==> src/hdl/kmht_pkg.sv <==
// Shared constants, types and helpers for the keypad matrix hold tracker.
`timescale 1ns / 1ps

package kmht_pkg;

  // Matrix geometry and list size
  localparam int ROWS         = 4;
  localparam int COLS         = 4;
  localparam int NKEYS        = ROWS * COLS;
  localparam int LIST_SLOTS   = 6;
  localparam int REPORT_SLOTS = 2;

  localparam int KEY_W      = $clog2(NKEYS);
  localparam int POS_W      = $clog2(NKEYS + 1);
  localparam int CODE_W     = 5;
  localparam int CNT_W      = 3;
  localparam int MODE_W     = 2;
  localparam int TIMER_W    = 17;
  localparam int INTERVAL_W = 10;
  localparam int THRESH_W   = 16;
  localparam int CFG_IDX_W  = 1;
  localparam int CFG_DATA_W = 16;
  localparam int IN_DATA_W  = 16;
  localparam int OUT_DATA_W = 56;

  // Key modes
  localparam logic [MODE_W-1:0] MODE_RELEASED = 2'd0;
  localparam logic [MODE_W-1:0] MODE_DOWN     = 2'd1;
  localparam logic [MODE_W-1:0] MODE_HOLD     = 2'd2;

  localparam logic [TIMER_W-1:0] TIMER_MAX = {TIMER_W{1'b1}};

  // Register indexes
  localparam logic [CFG_IDX_W-1:0] REG_SCAN_INTERVAL  = 1'b0;
  localparam logic [CFG_IDX_W-1:0] REG_HOLD_THRESHOLD = 1'b1;

  localparam logic [INTERVAL_W-1:0] INTERVAL_RESET = 10'd50;
  localparam logic [THRESH_W-1:0]   THRESH_RESET   = 16'd3000;

  // Per-key status after a tick
  typedef struct packed {
    logic [MODE_W-1:0] mode;
    logic              changed;
  } lane_t;

  // One result item; last member sits in the lowest bits
  typedef struct packed {
    logic [NKEYS-1:0]  held_map;
    logic [NKEYS-1:0]  changed_map;
    logic              any_changed;
    logic              second_changed;
    logic [MODE_W-1:0] second_state;
    logic [CODE_W-1:0] second_code;
    logic              first_changed;
    logic [MODE_W-1:0] first_state;
    logic [CODE_W-1:0] first_code;
    logic [CNT_W-1:0]  key_count;
  } result_t;

  localparam int RESULT_W = $bits(result_t);

  // Ordinal position to list slot, modulo LIST_SLOTS, as a small table
  function automatic logic [CNT_W-1:0] slot_of(input logic [POS_W-1:0] pos);
    logic [CNT_W-1:0] slot;
    slot = '0;
    for (int i = 0; i <= NKEYS; i++) begin
      if (pos == POS_W'(i)) begin
        slot = CNT_W'(i % LIST_SLOTS);
      end
    end
    return slot;
  endfunction

endpackage

==> src/hdl/kmht_lane.sv <==
// One key lane: mode and hold timer of a single matrix key.
`timescale 1ns / 1ps

module kmht_lane (
  input  logic                                clk,
  input  logic                                rst_n,
  input  logic                                acc_i,
  input  logic                                pressed_i,
  input  logic [kmht_pkg::INTERVAL_W-1:0]     interval_i,
  input  logic [kmht_pkg::THRESH_W-1:0]       threshold_i,
  output kmht_pkg::lane_t                     lane_o
);
  import kmht_pkg::*;

  logic [MODE_W-1:0]  mode_r, mode_nxt;
  logic [TIMER_W-1:0] timer_r, timer_nxt;
  logic [TIMER_W:0]   sum;
  logic [TIMER_W-1:0] sat;

  always_comb begin
    sum       = {1'b0, timer_r} + (TIMER_W + 1)'(interval_i);
    sat       = sum[TIMER_W] ? TIMER_MAX : sum[TIMER_W-1:0];
    mode_nxt  = mode_r;
    timer_nxt = timer_r;
    if (pressed_i) begin
      if (mode_r == MODE_RELEASED) begin
        mode_nxt  = MODE_DOWN;
        timer_nxt = '0;
      end else if (mode_r == MODE_DOWN) begin
        timer_nxt = sat;
        if (sat > TIMER_W'(threshold_i)) begin
          mode_nxt = MODE_HOLD;
        end
      end
    end else if (mode_r == MODE_DOWN || mode_r == MODE_HOLD) begin
      mode_nxt = MODE_RELEASED;
    end
  end

  always_ff @(posedge clk) begin
    if (!rst_n) begin
      mode_r  <= MODE_RELEASED;
      timer_r <= '0;
    end else if (acc_i) begin
      mode_r  <= mode_nxt;
      timer_r <= timer_nxt;
    end
  end

  assign lane_o.mode    = mode_nxt;
  assign lane_o.changed = (mode_nxt != mode_r);

`ifndef SYNTH
  // A held key keeps its timer frozen
  a_hold_frozen: assert property (@(posedge clk) disable iff (!rst_n)
    acc_i && pressed_i && mode_r == MODE_HOLD |=> timer_r == $past(timer_r))
    else $error("hold timer moved while key in hold");
`endif

endmodule

==> src/hdl/kmht_merge.sv <==
// Merge stage: key list slots, count and per-tick maps from all lanes.
`timescale 1ns / 1ps

module kmht_merge (
  input  logic                            clk,
  input  logic                            rst_n,
  input  logic                            acc_i,
  input  logic [kmht_pkg::NKEYS-1:0]      map_i,
  input  kmht_pkg::lane_t                 lanes_i [kmht_pkg::NKEYS],
  output kmht_pkg::result_t               result_o
);
  import kmht_pkg::*;

  logic [CODE_W-1:0] slot_code_r [REPORT_SLOTS];
  logic [CODE_W-1:0] slot_code_nxt [REPORT_SLOTS];
  logic [KEY_W-1:0]  slot_key_r [REPORT_SLOTS];
  logic [KEY_W-1:0]  slot_key_nxt [REPORT_SLOTS];
  logic [POS_W-1:0]  pos [NKEYS];
  logic [NKEYS-1:0]  chg_map;
  logic [NKEYS-1:0]  hold_map;
  logic [MODE_W-1:0] rep_state [REPORT_SLOTS];
  logic              rep_chg [REPORT_SLOTS];

  // Ordinal of each pressed key among the pressed keys before it
  always_comb begin
    for (int k = 0; k < NKEYS; k++) begin
      pos[k] = POS_W'($countones(map_i & ((NKEYS'(1) << k) - NKEYS'(1))));
    end
  end

  // Last pressed key landing on each reported slot wins
  always_comb begin
    for (int s = 0; s < REPORT_SLOTS; s++) begin
      slot_code_nxt[s] = slot_code_r[s];
      slot_key_nxt[s]  = slot_key_r[s];
    end
    if (acc_i) begin
      for (int c = 0; c < COLS; c++) begin
        for (int r = 0; r < ROWS; r++) begin
          for (int s = 0; s < REPORT_SLOTS; s++) begin
            if (map_i[c*ROWS+r] && slot_of(pos[c*ROWS+r]) == CNT_W'(s)) begin
              slot_code_nxt[s] = CODE_W'(r*COLS + c + 1);
              slot_key_nxt[s]  = KEY_W'(c*ROWS + r);
            end
          end
        end
      end
    end
  end

  always_comb begin
    for (int k = 0; k < NKEYS; k++) begin
      chg_map[k]  = lanes_i[k].changed;
      hold_map[k] = (lanes_i[k].mode == MODE_HOLD);
    end
    for (int s = 0; s < REPORT_SLOTS; s++) begin
      rep_state[s] = MODE_RELEASED;
      rep_chg[s]   = 1'b0;
      if (slot_code_nxt[s] != '0) begin
        rep_state[s] = lanes_i[slot_key_nxt[s]].mode;
        rep_chg[s]   = lanes_i[slot_key_nxt[s]].changed;
      end
    end
  end

  always_ff @(posedge clk) begin
    if (!rst_n) begin
      for (int s = 0; s < REPORT_SLOTS; s++) begin
        slot_code_r[s] <= '0;
        slot_key_r[s]  <= '0;
      end
    end else begin
      for (int s = 0; s < REPORT_SLOTS; s++) begin
        slot_code_r[s] <= slot_code_nxt[s];
        slot_key_r[s]  <= slot_key_nxt[s];
      end
    end
  end

  always_comb begin
    result_o.key_count      = slot_of(POS_W'($countones(map_i)));
    result_o.first_code     = slot_code_nxt[0];
    result_o.first_state    = rep_state[0];
    result_o.first_changed  = rep_chg[0];
    result_o.second_code    = slot_code_nxt[1];
    result_o.second_state   = rep_state[1];
    result_o.second_changed = rep_chg[1];
    result_o.any_changed    = |chg_map;
    result_o.changed_map    = chg_map;
    result_o.held_map       = hold_map;
  end

`ifndef SYNTH
  // The first pressed key of a tick always lands in slot zero
  a_slot0_filled: assert property (@(posedge clk) disable iff (!rst_n)
    acc_i && map_i != '0 |=> slot_code_r[0] != '0)
    else $error("slot zero empty after a tick with a press");

  // Slot codes stay within the key range
  a_code_range: assert property (@(posedge clk) disable iff (!rst_n)
    slot_code_r[1] <= CODE_W'(NKEYS) && slot_code_r[0] <= CODE_W'(NKEYS))
    else $error("slot code out of range");
`endif

endmodule

==> src/hdl/keypad_matrix_hold_tracker.sv <==
// Top level of the keypad matrix hold tracker: lanes, merge and output buffer.
`timescale 1ns / 1ps

// Each input transfer is one scan tick of the 4x4 key matrix; each tick yields
// exactly one result transfer. Sixteen key lanes update their mode and hold
// timer side by side and the merge stage builds the key list, the count and
// the change and hold maps in the same cycle, so a tick is taken every clock
// while in_tready is high, and its result is registered into the output
// buffer. A two-entry output buffer (output register plus skid register) lets
// the input keep taking ticks while a result waits; in_tready drops only once
// both entries hold results. Write cfg registers only while the block is idle:
// index 0 is the scan interval in ms (10 bits), index 1 the hold threshold in
// ms (16 bits). Reset restores 50 ms and 3000 ms, all keys released and the
// key list empty.

module keypad_matrix_hold_tracker (
  input  logic                                clk,
  input  logic                                rst_n,
  // in_tdata: [15:0] pressed_map
  input  logic                                in_tvalid,
  output logic                                in_tready,
  input  logic [kmht_pkg::IN_DATA_W-1:0]      in_tdata,
  // out_tdata: [2:0] key_count, [7:3] first_code, [9:8] first_state,
  // [10] first_changed, [15:11] second_code, [17:16] second_state,
  // [18] second_changed, [19] any_changed, [35:20] changed_map,
  // [51:36] held_map, [55:52] zero
  output logic                                out_tvalid,
  input  logic                                out_tready,
  output logic [kmht_pkg::OUT_DATA_W-1:0]     out_tdata,
  input  logic                                cfg_wr_en,
  input  logic [kmht_pkg::CFG_IDX_W-1:0]      cfg_addr,
  input  logic [kmht_pkg::CFG_DATA_W-1:0]     cfg_wdata
);
  import kmht_pkg::*;

  logic [INTERVAL_W-1:0] interval_r;
  logic [THRESH_W-1:0]   threshold_r;
  logic                  acc;
  lane_t                 lanes [NKEYS];
  result_t               result;
  result_t               out_r;
  result_t               skid_r;
  logic                  out_v_r;
  logic                  skid_v_r;

  // Configuration registers
  always_ff @(posedge clk) begin
    if (!rst_n) begin
      interval_r  <= INTERVAL_RESET;
      threshold_r <= THRESH_RESET;
    end else if (cfg_wr_en) begin
      unique case (cfg_addr)
        REG_SCAN_INTERVAL:  interval_r  <= cfg_wdata[INTERVAL_W-1:0];
        REG_HOLD_THRESHOLD: threshold_r <= cfg_wdata[THRESH_W-1:0];
        default: ;
      endcase
    end
  end

  // Take a tick whenever the skid entry is free
  assign in_tready = !skid_v_r;
  assign acc       = in_tvalid && in_tready;

  // One lane per matrix key
  for (genvar k = 0; k < NKEYS; k++) begin : g_lane
    kmht_lane u_lane (
      .clk         (clk),
      .rst_n       (rst_n),
      .acc_i       (acc),
      .pressed_i   (in_tdata[k]),
      .interval_i  (interval_r),
      .threshold_i (threshold_r),
      .lane_o      (lanes[k])
    );
  end

  kmht_merge u_merge (
    .clk      (clk),
    .rst_n    (rst_n),
    .acc_i    (acc),
    .map_i    (in_tdata[NKEYS-1:0]),
    .lanes_i  (lanes),
    .result_o (result)
  );

  // Output register with skid entry: advance when the output is free,
  // otherwise park the new result in the skid entry.
  always_ff @(posedge clk) begin
    if (!rst_n) begin
      out_v_r  <= 1'b0;
      skid_v_r <= 1'b0;
    end else if (!out_v_r || out_tready) begin
      if (skid_v_r) begin
        out_v_r  <= 1'b1;
        skid_v_r <= 1'b0;
      end else begin
        out_v_r <= acc;
      end
    end else if (acc) begin
      skid_v_r <= 1'b1;
    end
  end

  always_ff @(posedge clk) begin
    if (!out_v_r || out_tready) begin
      if (skid_v_r) begin
        out_r <= skid_r;
      end else if (acc) begin
        out_r <= result;
      end
    end else if (acc) begin
      skid_r <= result;
    end
  end

  assign out_tvalid = out_v_r;
  assign out_tdata  = {(OUT_DATA_W - RESULT_W)'(0), out_r};

`ifndef SYNTH
  // The skid entry is only filled behind a waiting output result
  a_skid_behind_out: assert property (@(posedge clk) disable iff (!rst_n)
    skid_v_r |-> out_v_r)
    else $error("skid entry holds a result with the output empty");

  // A transfer into a free output shows up on the next cycle
  a_result_follows: assert property (@(posedge clk) disable iff (!rst_n)
    acc && (!out_v_r || out_tready) |=> out_tvalid && !skid_v_r)
    else $error("result lost after input transfer");

  // A stalled output with a parked result keeps both entries
  a_stall_keeps: assert property (@(posedge clk) disable iff (!rst_n)
    out_v_r && !out_tready && skid_v_r |=> out_v_r && skid_v_r)
    else $error("buffered result dropped under stall");
`endif

endmodule

==> config.mk <==
export PLATFORM = sky130hd
export DESIGN_NAME = keypad_matrix_hold_tracker
export DESIGN_NICKNAME = d
export VERILOG_FILES = /design/src/hdl/kmht_pkg.sv /design/src/hdl/kmht_lane.sv /design/src/hdl/kmht_merge.sv /design/src/hdl/keypad_matrix_hold_tracker.sv
export SDC_FILE = /design/constraint.sdc
export NUM_CORES = 2
export LEC_CHECK = 0
export BUFFER_PORTS_ARGS = -buffer_cell sky130_fd_sc_hd__clkbuf_2
export CORE_MARGIN = 8
export CORE_UTILIZATION = 40
export CTS_CLUSTER_SIZE = 10
export DETAILED_ROUTE_END_ITERATION = 8
export GPL_TIMING_DRIVEN = 0
export PLACE_DENSITY = 0.59
export SYNTH_ARGS = -nofsm -noshare
export SYNTH_HDL_FRONTEND = slang
export SYNTH_SLANG_ARGS = --single-unit
==> constraint.sdc <==
create_clock -name clk -period 16.2 [get_ports clk]
set_input_delay 1.62 -clock clk [delete_from_list [all_inputs] [get_ports clk]]
set_output_delay 1.62 -clock clk [all_outputs]
set_load 0.05 [all_outputs]
==> results.cfg <==
[status]
status = finished with violations
violations = max-capacitance violations, max-slew violations

[synthesis]
yosys.cell_count.top_type = nand2_1
synth.area.top_cells = dfxtp_1, ha_1, edfxtp_1
synth-edff-count = 104
ys_ff_latch = 454
ys.flop_type = dfxtp_1
synth_common_cells = nand2_1, ha_1, nor2_1
post_synth.cell_area_avg_um2 = 8.06
synth_cell_type_count = 113
ys_seq_area_share_pct = 26.9
yosysWarnings = 0
yosys.area.top_type_share_pct = 18.6
async_flop_share_pct = 0
yosysTopAreaCell = dfxtp_1
synthCells = 4682
syn_area_um2 = 37700

[drt]
firstDrtPassIters = 8
vias = 36700
vias_per_cell = 5.98
ant_nets = 0
first_iter_violations = 3593
wire_per_inst_um = 22.3
routed_wl_um = 137000
drc = 0

[worst_setup_path]
arrival_ns = 10.98
worstPathMaxFanout = 10
startpoint = in_tdata[0]
critPathSlowestCell = o31ai_1
critPathTopFamily = buffers and inverters
cp.required_ns = 16.51
worst_setup_path_start_kind = input port
slowest_delay_ns = 0.91
worst_setup_path_end_kind = flip-flop
crit_type = input port to flip-flop
path_buf_inv = 11
cp_common_cell = ha_1
r2r-start = interval_r[1]
reg2reg_slack_ns = 8.38

[clock_network]
hold_buffers = 0
h-tree-depth = 2
cts_buffers = 57
cts_sinks = 454
ctsResizeCount = 0
cts_setup_buffers = 0
insertion_delay_ns = 0.66
clk_pin_slew_ns = 0.06
cts_root_buf = clkbuf_16
clock_path_buffers = 3
cts_tree = yes

[timing]
max_clock_freq_mhz = 93.7
final_max_slew_viol_count = 11
hold_slack_ns = 0.453
rsz0062_at_grt = no
relSlewSlack_pct = -1.90
worst_slew_pin_slew_ns = 1.53
hold_viol_final = 0
setup_viol = 0
setup_tns_ns = 0
fin_skew_ns = 0.0204
post-route-period-util_pct = 65.9
period_needed_ns = 10.68

[pwr]
p_sw_share_pct = 41.8
clock_power_share_pct = 26.9
vdd_drop_max_mv = 0.0961
power_frac_seq_pct = 28.2
p_leak_nw = 17.7
power_switching_mw = 1.95
internal_power_mw = 2.72
p_per_area_nw_per_um2 = 111
combinationalPowerShare_pct = 44.9

[layout]
fillCellCount = 9437
final_cells = 6148
layout-drive-gt1-share_pct = 7.83
final_nets = 5374
ff_latch_area_um2 = 10100
syn2layout_area_growth_pct = 11.1
multi_input_area_um2 = 26100

[place]
dpl.hpwl_um = 100000
finalWeightedCongestion = 0.976
port_buffers = 90
place_inst = 6044

[min_path]
min_from = threshold_r[15]
hp-class = flip-flop to flip-flop

[floorplan]
initial_core_util_pct = 40.4
rows = 112
die_area_um2 = 104000
pin_count = 96
core_um2 = 93300
die_h_um = 323
die_x_um = 323

[global_route]
grt_overflow = 0
grt_pass1_vias = 33800
grt.total_usage_pct = 25.2
grt_first_pass_wirelength_um = 205000
antenna_found_initial = 3
grt_max_degree = 53

[flow_run]
cap_violations = 2
[metrics by stage]
step                      utilization, %  worst slack (ns)  power [mW]  cell area, um2
after floorplan                        -              7.78        2.77           37700
after global placement              42.6              5.15        3.36           39700
after detailed placement            43.0              5.20        3.38           40100
after CTS                           44.9              5.84        4.65           41900
after global routing                44.9              4.97        4.90           41900
final                               44.9              5.52        4.67           41900
[worst paths after layout]
kind / endpoint / depth (start not counted)
min reg2reg: threshold_r[15] / 2
max: out_tdata[16] / 33
min: threshold_r[15] / 2
max reg2reg: out_tdata[19] / 21
[power by group through the flow]
stage / logic, mW / registers, mW / clock network (mW)
3_5_place_dp: 2.04 / 1.34 / 0
6_report: 2.10 / 1.32 / 1.25
5_1_grt: 2.25 / 1.32 / 1.32
3_3_place_gp: 2.01 / 1.35 / 0
2_1_floorplan: 1.34 / 1.43 / 0
4_1_cts: 2.05 / 1.32 / 1.28
[cells in the final DEF (no fill, tap or decap), types with 85 or more instances in the layout]
cell,netlist,final
nand3_1,130,130
inv_1,171,161
a22oi_1,180,180
a21o_1,99,99
edfxtp_1,104,104
o21ai_0,273,273
nor3_1,96,96
nor2b_1,98,98
nor2_1,441,440
nand2_1,567,567
ha_1,452,452
o21a_1,91,90
xnor2_1,85,85
clkbuf_1,167,190
dfxtp_1,350,339
a21oi_1,367,367
clkbuf_2,1,91
[worst min-delay path: cells and delay by family (launching register included)]
family          cells  cell delay (ns)
flops               1             0.31
compound gates      1             0.05
simple gates        1             0.05
[flip-flops by register name, indices dropped and copies added (netlist names), 8 cells and up]
register,count
g_lane.u_lane.mode_r,32
g_lane.u_lane.timer_r,272
interval_r,10
out_tdata,52
skid_r,52
threshold_r,16
u_merge.slot_code_r,10
u_merge.slot_key_r,8
[routing by layer]
layer | up-vias | part of all wire [%] | GRT usage, %
met5 | - | 0.0095 | 0
met4 | 2 | 3.8 | 9.52
met3 | 238 | 7.3 | 3.37
met2 | 1308 | 43 | 39.0
met1 | 17600 | 46 | 35.7
li1 | 17600 | - | -
[kinds of logic after synthesis]
logic type / count (synthesis) / share of synthesized area [%]
adders and majority gates: 490 / 16.9
and+or+nand+nor: 1721 / 21.6
AOI/OAI and AO/OA: 1401 / 24.4
buffers and inverters: 374 / 3.93
xor gates and xnor gates: 155 / 3.71
DFF: 454 / 26.9
other: 1 / 0.00994
muxes: 86 / 2.49
[area by class of cell]
cell class | instances | area share [%]
tap | 1254 | 3.74
inverter | 177 | 1.59
timing repair buffer | 105 | 1.88
antenna | 2 | 0.0119
buffer | 197 | 1.95
sequential | 454 | 24.2
multi-input combinational | 3857 | 62.4
clock inverter | 11 | 0.218
clock buffer | 91 | 4.03
No activity file was read; power rests on OpenSTA's default activity.
